==> config.mk <==
export PLATFORM = sky130hd
export DESIGN_NAME = ring_fault_diagnosis_tester_top
export DESIGN_NICKNAME = d
export VERILOG_FILES = /design/src/rtl/rfdt_pkg.sv /design/src/rtl/rfdt_ram.sv /design/src/rtl/ring_fault_diagnosis_tester_top.sv
export SDC_FILE = /design/constraint.sdc
export NUM_CORES = 1
export LEC_CHECK = 0
export ABC_AREA = 1
export ABC_CLOCK_PERIOD_IN_PS = 2300
export BUFFER_PORTS_ARGS = -buffer_cell sky130_fd_sc_hd__buf_2
export CELL_PAD_IN_SITES_DETAIL_PLACEMENT = 1
export CELL_PAD_IN_SITES_GLOBAL_PLACEMENT = 2
export CORE_UTILIZATION = 36
export CTS_CLUSTER_SIZE = 28
export DETAILED_ROUTE_END_ITERATION = 8
export PLACE_DENSITY_LB_ADDON = 0.1
export SYNTH_ARGS = -nofsm -noshare
export SYNTH_HDL_FRONTEND = slang
export SYNTH_SLANG_ARGS = --single-unit
==> constraint.sdc <==
create_clock -name clk -period 2.3 [get_ports clk]
set_input_delay 0.46 -clock clk [delete_from_list [all_inputs] [get_ports clk]]
set_output_delay 0.46 -clock clk [all_outputs]
set_load 0.005 [all_outputs]
==> src/rtl/rfdt_pkg.sv <==
// ----------------------------------------------------------------------------
// rfdt_pkg: shared types and constants for the ring fault diagnosis tester
// Process ids, view table codes, item kinds, sequencer states and helpers.
// ----------------------------------------------------------------------------
`default_nettype none

package rfdt_pkg;

  // Ring geometry
  localparam int MaxProcs   = 16;
  localparam int ProcW      = 4;
  localparam int CountW     = 5;
  localparam int ViewAddrW  = 2 * ProcW;
  localparam int ViewDepth  = MaxProcs * MaxProcs;
  localparam int ViewW      = 2;

  localparam logic [CountW-1:0] ProcCountReset = CountW'(5);
  localparam logic [CountW-1:0] RingMin        = CountW'(2);
  localparam logic [CountW-1:0] RingMax        = CountW'(MaxProcs);
  localparam logic [ViewAddrW-1:0] ViewAddrLast = ViewAddrW'(ViewDepth - 1);

  // Item kinds
  localparam logic [1:0] KIND_TEST    = 2'd0;
  localparam logic [1:0] KIND_FAIL    = 2'd1;
  localparam logic [1:0] KIND_RECOVER = 2'd2;

  // View table entry codes
  typedef enum logic [ViewW-1:0] {
    VIEW_UNKNOWN = 2'd0,
    VIEW_CORRECT = 2'd1,
    VIEW_SUSPECT = 2'd2
  } view_t;

  // Sequencer states
  typedef enum logic [2:0] {
    ST_CLEAR,
    ST_IDLE,
    ST_WALK,
    ST_COPY,
    ST_DONE
  } state_t;

  // Clamp the configured ring size to the supported range
  function automatic logic [CountW-1:0] ring_size(input logic [CountW-1:0] cnt);
    logic [CountW-1:0] n;
    n = cnt;
    if (n < RingMin) n = RingMin;
    if (n > RingMax) n = RingMax;
    return n;
  endfunction

  // Next process around the ring
  function automatic logic [ProcW-1:0] ring_inc(input logic [ProcW-1:0] p,
                                                input logic [CountW-1:0] n);
    logic [CountW-1:0] s;
    s = {1'b0, p} + CountW'(1);
    return (s == n) ? '0 : s[ProcW-1:0];
  endfunction

endpackage

`default_nettype wire

==> src/rtl/rfdt_ram.sv <==
// ----------------------------------------------------------------------------
// rfdt_ram: generic simple dual-port RAM
// One write port, one read port, read data registered.
// ----------------------------------------------------------------------------
`default_nettype none

module rfdt_ram #(
  parameter int Width = 2,
  parameter int Depth = 256,
  localparam int AddrW = $clog2(Depth)
) (
  input  wire logic             clk,
  input  wire logic             we,
  input  wire logic [AddrW-1:0] waddr,
  input  wire logic [Width-1:0] wdata,
  input  wire logic [AddrW-1:0] raddr,
  output logic      [Width-1:0] rdata
);

  logic [Width-1:0] mem [Depth];

  // Write port
  always_ff @(posedge clk) begin
    if (we) begin
      mem[waddr] <= wdata;
    end
  end

  // Registered read port
  always_ff @(posedge clk) begin
    rdata <= mem[raddr];
  end

endmodule

`default_nettype wire

==> src/rtl/ring_fault_diagnosis_tester_top.sv <==
// ----------------------------------------------------------------------------
// ring_fault_diagnosis_tester_top: adaptive ring diagnosis sequencer
// Keeps a fault mask and a per-process view table; runs test rounds.
// ----------------------------------------------------------------------------
// Usage:
//   Input channel (in_valid/in_ready, kind, proc_id) takes one word per item:
//   a test round by proc_id, a failure of proc_id or a recovery of proc_id.
//   Output channel (out_valid/out_ready) returns exactly one word per item.
//   cfg_we/cfg_wdata set the ring size; write it only while the block idles.
//   Order: fail, recover, ignored items and tests by a faulty process go
//   from the idle state straight to the final state, which loads the
//   output register once it is free. A test by a correct process first
//   visits its successors in the walk (up to the ring size), then copies
//   the view entries of the successor found, writing each entry after its
//   registered read from the view RAM, then loads the output register.
//   One item is in flight at a time: in_ready is high only while the
//   sequencer is idle.
//   After reset a clearing pass sweeps the 256-entry view RAM, one entry
//   per cycle, with in_ready low until the pass ends; the ring size
//   register is accepted during that time.
//   When the receiver stalls, the result word holds in the output register
//   and the sequencer waits in its final state, so no input is taken.
// ----------------------------------------------------------------------------
`default_nettype none

module ring_fault_diagnosis_tester_top (
  input  wire logic       clk,
  input  wire logic       rst,
  // input channel
  input  wire logic       in_valid,
  output logic            in_ready,
  input  wire logic [1:0] kind,
  input  wire logic [3:0] proc_id,
  // output channel
  output logic            out_valid,
  input  wire logic       out_ready,
  output logic            tester_faulty,
  output logic            found_correct,
  output logic [3:0]      correct_successor,
  output logic [3:0]      suspects_seen,
  // configuration
  input  wire logic       cfg_we,
  input  wire logic [4:0] cfg_wdata
);

  // Control state
  rfdt_pkg::state_t state, state_next;
  logic [rfdt_pkg::ViewAddrW-1:0] clr_addr, clr_addr_next;
  logic [rfdt_pkg::MaxProcs-1:0]  fault_mask, fault_mask_next;
  logic [rfdt_pkg::CountW-1:0]    proc_count;
  logic                           rd_pend, rd_pend_next;

  // Working registers
  logic [rfdt_pkg::ProcW-1:0] tester, tester_next;
  logic [rfdt_pkg::ProcW-1:0] succ, succ_next;
  logic [rfdt_pkg::ProcW-1:0] copy_col, copy_col_next;
  logic [rfdt_pkg::ProcW-1:0] wr_col, wr_col_next;
  logic [rfdt_pkg::ProcW-1:0] suspects, suspects_next;
  logic                       res_faulty, res_faulty_next;
  logic                       res_found, res_found_next;
  logic [rfdt_pkg::ProcW-1:0] res_succ, res_succ_next;
  logic [rfdt_pkg::ProcW-1:0] res_susp, res_susp_next;

  logic load_out;
  logic [rfdt_pkg::CountW-1:0] ring_n;

  // View RAM ports
  logic                           ram_we;
  logic [rfdt_pkg::ViewAddrW-1:0] ram_waddr;
  logic [rfdt_pkg::ViewW-1:0]     ram_wdata;
  logic [rfdt_pkg::ViewAddrW-1:0] ram_raddr;
  logic [rfdt_pkg::ViewW-1:0]     ram_rdata;

  assign ring_n = rfdt_pkg::ring_size(proc_count);

  // View table: row is the viewing process, column the viewed one.
  // Walk and copy write row tester, copy reads row succ (never the same
  // row), so reads and writes never touch the same entry.
  rfdt_ram #(
    .Width(rfdt_pkg::ViewW),
    .Depth(rfdt_pkg::ViewDepth)
  ) u_view_ram (
    .clk  (clk),
    .we   (ram_we),
    .waddr(ram_waddr),
    .wdata(ram_wdata),
    .raddr(ram_raddr),
    .rdata(ram_rdata)
  );

  // State and control registers
  always_ff @(posedge clk) begin
    if (rst) begin
      state      <= rfdt_pkg::ST_CLEAR;
      clr_addr   <= '0;
      fault_mask <= '0;
      rd_pend    <= 1'b0;
    end else begin
      state      <= state_next;
      clr_addr   <= clr_addr_next;
      fault_mask <= fault_mask_next;
      rd_pend    <= rd_pend_next;
    end
  end

  // Ring size register
  always_ff @(posedge clk) begin
    if (rst) begin
      proc_count <= rfdt_pkg::ProcCountReset;
    end else if (cfg_we) begin
      proc_count <= cfg_wdata;
    end
  end

  // Working registers
  always_ff @(posedge clk) begin
    tester     <= tester_next;
    succ       <= succ_next;
    copy_col   <= copy_col_next;
    wr_col     <= wr_col_next;
    suspects   <= suspects_next;
    res_faulty <= res_faulty_next;
    res_found  <= res_found_next;
    res_succ   <= res_succ_next;
    res_susp   <= res_susp_next;
  end

  // Sequencer: next state, RAM access and working register updates
  always_comb begin
    state_next      = state;
    clr_addr_next   = clr_addr;
    fault_mask_next = fault_mask;
    rd_pend_next    = rd_pend;
    tester_next     = tester;
    succ_next       = succ;
    copy_col_next   = copy_col;
    wr_col_next     = wr_col;
    suspects_next   = suspects;
    res_faulty_next = res_faulty;
    res_found_next  = res_found;
    res_succ_next   = res_succ;
    res_susp_next   = res_susp;
    ram_we          = 1'b0;
    ram_waddr       = {tester, succ};
    ram_wdata       = rfdt_pkg::VIEW_UNKNOWN;
    ram_raddr       = {succ, copy_col};
    in_ready        = 1'b0;
    load_out        = 1'b0;

    unique case (state)
      // Sweep the view RAM: own entry correct, all others unknown
      rfdt_pkg::ST_CLEAR: begin
        ram_we        = 1'b1;
        ram_waddr     = clr_addr;
        ram_wdata     = (clr_addr[rfdt_pkg::ViewAddrW-1:rfdt_pkg::ProcW] ==
                         clr_addr[rfdt_pkg::ProcW-1:0]) ?
                        rfdt_pkg::VIEW_CORRECT : rfdt_pkg::VIEW_UNKNOWN;
        clr_addr_next = clr_addr + rfdt_pkg::ViewAddrW'(1);
        if (clr_addr == rfdt_pkg::ViewAddrLast) begin
          state_next = rfdt_pkg::ST_IDLE;
        end
      end

      // Take one word and decode it
      rfdt_pkg::ST_IDLE: begin
        in_ready = 1'b1;
        if (in_valid) begin
          tester_next     = proc_id;
          succ_next       = rfdt_pkg::ring_inc(proc_id, ring_n);
          suspects_next   = '0;
          res_faulty_next = 1'b0;
          res_found_next  = 1'b0;
          res_succ_next   = '0;
          res_susp_next   = '0;
          state_next      = rfdt_pkg::ST_DONE;
          if ({1'b0, proc_id} < ring_n) begin
            case (kind)
              rfdt_pkg::KIND_FAIL: begin
                fault_mask_next = fault_mask | (rfdt_pkg::MaxProcs'(1) << proc_id);
              end
              rfdt_pkg::KIND_RECOVER: begin
                fault_mask_next = fault_mask & ~(rfdt_pkg::MaxProcs'(1) << proc_id);
              end
              rfdt_pkg::KIND_TEST: begin
                if (fault_mask[proc_id]) begin
                  res_faulty_next = 1'b1;
                end else begin
                  state_next = rfdt_pkg::ST_WALK;
                end
              end
              default: begin
              end
            endcase
          end
        end
      end

      // Visit one successor per cycle until a correct one turns up
      rfdt_pkg::ST_WALK: begin
        ram_we    = 1'b1;
        ram_waddr = {tester, succ};
        if (fault_mask[succ]) begin
          ram_wdata     = rfdt_pkg::VIEW_SUSPECT;
          suspects_next = suspects + rfdt_pkg::ProcW'(1);
          succ_next     = rfdt_pkg::ring_inc(succ, ring_n);
        end else begin
          ram_wdata     = rfdt_pkg::VIEW_CORRECT;
          res_susp_next = suspects;
          if (succ == tester) begin
            state_next = rfdt_pkg::ST_DONE;
          end else begin
            res_found_next = 1'b1;
            res_succ_next  = succ;
            copy_col_next  = rfdt_pkg::ring_inc(succ, ring_n);
            rd_pend_next   = 1'b0;
            state_next     = rfdt_pkg::ST_COPY;
          end
        end
      end

      // Read row succ, write each entry into row tester in the following cycle
      rfdt_pkg::ST_COPY: begin
        ram_we    = rd_pend;
        ram_waddr = {tester, wr_col};
        ram_wdata = ram_rdata;
        ram_raddr = {succ, copy_col};
        if (copy_col != tester) begin
          rd_pend_next  = 1'b1;
          wr_col_next   = copy_col;
          copy_col_next = rfdt_pkg::ring_inc(copy_col, ring_n);
        end else begin
          rd_pend_next = 1'b0;
          if (!rd_pend) begin
            state_next = rfdt_pkg::ST_DONE;
          end
        end
      end

      // Hand the result to the output register once it is free
      rfdt_pkg::ST_DONE: begin
        if (!out_valid || out_ready) begin
          load_out   = 1'b1;
          state_next = rfdt_pkg::ST_IDLE;
        end
      end

      default: begin
        state_next = rfdt_pkg::ST_IDLE;
      end
    endcase
  end

  // Output register: hold the word until taken
  always_ff @(posedge clk) begin
    if (rst) begin
      out_valid <= 1'b0;
    end else if (load_out) begin
      out_valid <= 1'b1;
    end else if (out_ready) begin
      out_valid <= 1'b0;
    end
  end

  always_ff @(posedge clk) begin
    if (load_out) begin
      tester_faulty     <= res_faulty;
      found_correct     <= res_found;
      correct_successor <= res_succ;
      suspects_seen     <= res_susp;
    end
  end

endmodule

`default_nettype wire

==> out/qor.yml <==
finish:
  diodes: 0
  post-route-util_pct: 43.03
  syn_to_final_growth_pct: 14.96
  multi_input_area_mm2: 0.001809
  nets: 561
  ff_latch_area_mm2: 0.001762
  drive_gt1_share_pct: 14.42
  instances_no_fill: 670
  fillers: 1279
yosys:
  netlist_top_cells_count: "nand2_1, inv_1, nor2_1"
  synth_seq_cells: 70
  synth.most_common_cell: "nand2_1"
  synth.net_count: 517
  async_flop_share_pct: 0
  yosys_warnings: 0
  synth-adder-area-share_pct: 5.158
  syn-cell-area_mm2: 0.003881
  yosysTopAreaCell: "edfxtp_1"
  synth_seq_area_share_pct: 45.39
  synthXorXnorAreaFrac_pct: 5.867
  synthMuxAreaShare_pct: 0
  synth_area_leaders: "edfxtp_1, dfxtp_1, nand2_1"
  synth-compound-area-share_pct: 8.285
  postSynthCellCount: 485
  synth_area_per_cell_um2: 8.003
  ys.flop_type: "edfxtp_1"
  synth_top_family_by_area: "simple AND/OR/NAND/NOR gates"
  synth_edf_count: 36
  yosysUniqueCellTypes: 32
  netlist.area_leader.share_pct: 27.85
  yosys.area_share.simple_pct: 26.95
setup_path:
  cp_slowest_stage_delay_ps: 450
  crit_path_end_kind: "flop"
  crit_chain: "buf_4 > nand3_1 > xor2_1 > xor2_1 > nor2_1 > nand3_1 > nand3_1 > o21ai_0"
  cp.buffers_inverters: 1
  cp-start-kind: "flop"
  cp.required_ps: 2400
  critPathSlowestCell: "edfxtp_1"
  crit_family: "simple AND/OR/NAND/NOR gates"
  crit_path_frequent_cell: "nand3_1"
  cp.arrival_ps: 2220
  critical_path_class: "flop to flop"
  crit_fanout: 10
placed_design:
  post-dp-hpwl_mm: 7.686
  detailedPlace.worstSlack_ps: 181.4
  placedCellCount: 650
  place_congestion: 0.7735
  port_buffers: 27
clocking:
  cts_made_buffers: 9
  clk_latency_ps: 360
  cts_max_level: 3
  ctsHoldBuffers: 0
  root_buffer: "clkbuf_8"
  clockBufferDepth: 2
  clkSinkCount: 70
  cts_tree: "built"
  clk_pin_slew_ps: 80
global_routing:
  antenna_found_initial: 0
  grt-ovfl-total: 0
  grt_pass1_wl_mm: 16.82
  grt_max_degree: 25
  grtUsageTotal_pct: 19.65
  grt_pass1_vias: 3311
timing:
  post-route-period-util_pct: 91.84
  slew-limit-headroom_pct: 71.07
  fmax_mhz: 473.4
  final.setup.tns_ps: 0
  timing.hold.ws_ps: 306.6
  tightestPinTransition_ps: 432.5
  rsz0062_at_grt: "false"
  fin_crit_ps: 2112
  setup_viol: 0
  slew_viol_final: 0
  fin_skew_ps: 10.09
  fin_ws_ps: 187.6
  finalHoldViolCount: 0
run_status:
  outcome: "finished clean"
pwr:
  max-vdd-ir-drop_mv: 0.2279
  powerDensity_mw_per_mm2: 643.5
  total_leakage_power_nw: 1.965
floorplan:
  start_util_pct: 37.43
  core_mm2: 0.01037
  die_w_um: 105.8
  ioPinCount: 28
  rows: 37
  die_y_um: 105.8
  dieArea_mm2: 0.01120
routing:
  viasPerCell: 4.887
  ant_nets: 0
  wl_mm: 9.938
  drc: 0
  wl_per_cell_um: 14.83
  drtPass1Iterations: 4
  drt_iter0_drc: 145
  vias: 3274
job:
  maxCapViolCount: 0
hold_path:
  hold_path.class: "primary input to flop"
worst register-to-register path: stages (launching register included):
cell and delay, ps:
edfxtp_1 450, buf_4 210, nand3_1 80, xor2_1 380, xor2_1 120, nor2_1 110
nand3_1 260, nand3_1 160, o21ai_0 90
per-stage QoR:
step | power [W] | cell area, µm²
floorplan | 0.001751 | 3881
global placement | 0.001890 | 4233
detailed placement | 0.001907 | 4233
CTS | 0.002903 | 4424
global route | 0.003033 | 4462
finish | 0.002871 | 4462
power by group:
| part | switching [W] | internal, W |
|---|---|---|
| registers | 0.0000449 | 0.00138 |
| logic | 0.000288 | 0.000160 |
| clock network | 0.000494 | 0.000499 |
| total | 0.000827 | 0.00204 |
final cells by class:
class	instances	area share, %
Inverter	71	5.973
Timing Repair Buffer	44	5.889
Clock inverter	6	1.430
Multi-Input combinational cell	333	40.55
Tap cell	136	3.814
Sequential cell	70	39.48
Clock buffer	10	2.860
repair_timing:
action                     in CTS  in global routing
hold endpoints to repair        0                  0
setup buffers                   0                  4
setup endpoints to repair       0                  8
gates resized for setup         0                  1
cell families (layout without fill, tap and decap cells):
logic type               after synthesis  in the layout
XOR/XNOR                              26             26
adder cells (fa/ha/maj)               16             16
buffers and inverters                 82            131
AO/OA/AOI/OAI                         62             62
AND/OR/NAND/NOR                      229            229
flip-flops                            70             70
final timing paths:
kind	from	end	slack (ps)	cells after the start
setup / recovery	succ[0]	succ[1]	190	8
hold / removal	cfg_wdata[0]	proc_count[0]	310	3
setup reg to reg	succ[0]	succ[1]	190	8
hold reg to reg	res_succ[3]	correct_successor[3]	430	0
placed cells by master (no fill, tap or decap), drive strengths merged:
cell      netlist  layout
nand3          52      52
nand2          95      95
buf             7      44
a21boi          1       1
nand4           6       6
nor3b           2       2
o21ai          28      28
bufinv          0       1
a21oi          30      30
xor2           20      20
ha             16      16
edfxtp         36      36
a31oi           2       2
inv            70      70
nor4            2       2
dfxtp          34      34
clkinv          1       5
o211ai          1       1
xnor2           6       6
nor2           63      63
and3            2       2
clkbuf          3      10
nor3            7       7
clkinvlp        0       1
per-layer routing:
layer / part of all wire, % / wire (µm) / track usage, %
met5: 0 / 0 / 0
met4: 1.7 / 170 / 8.333
met3: 2.7 / 272 / 2.845
met2: 48 / 4783 / 32.54
met1: 47 / 4712 / 25.54
No activity file was read; power rests on OpenSTA's default activity.
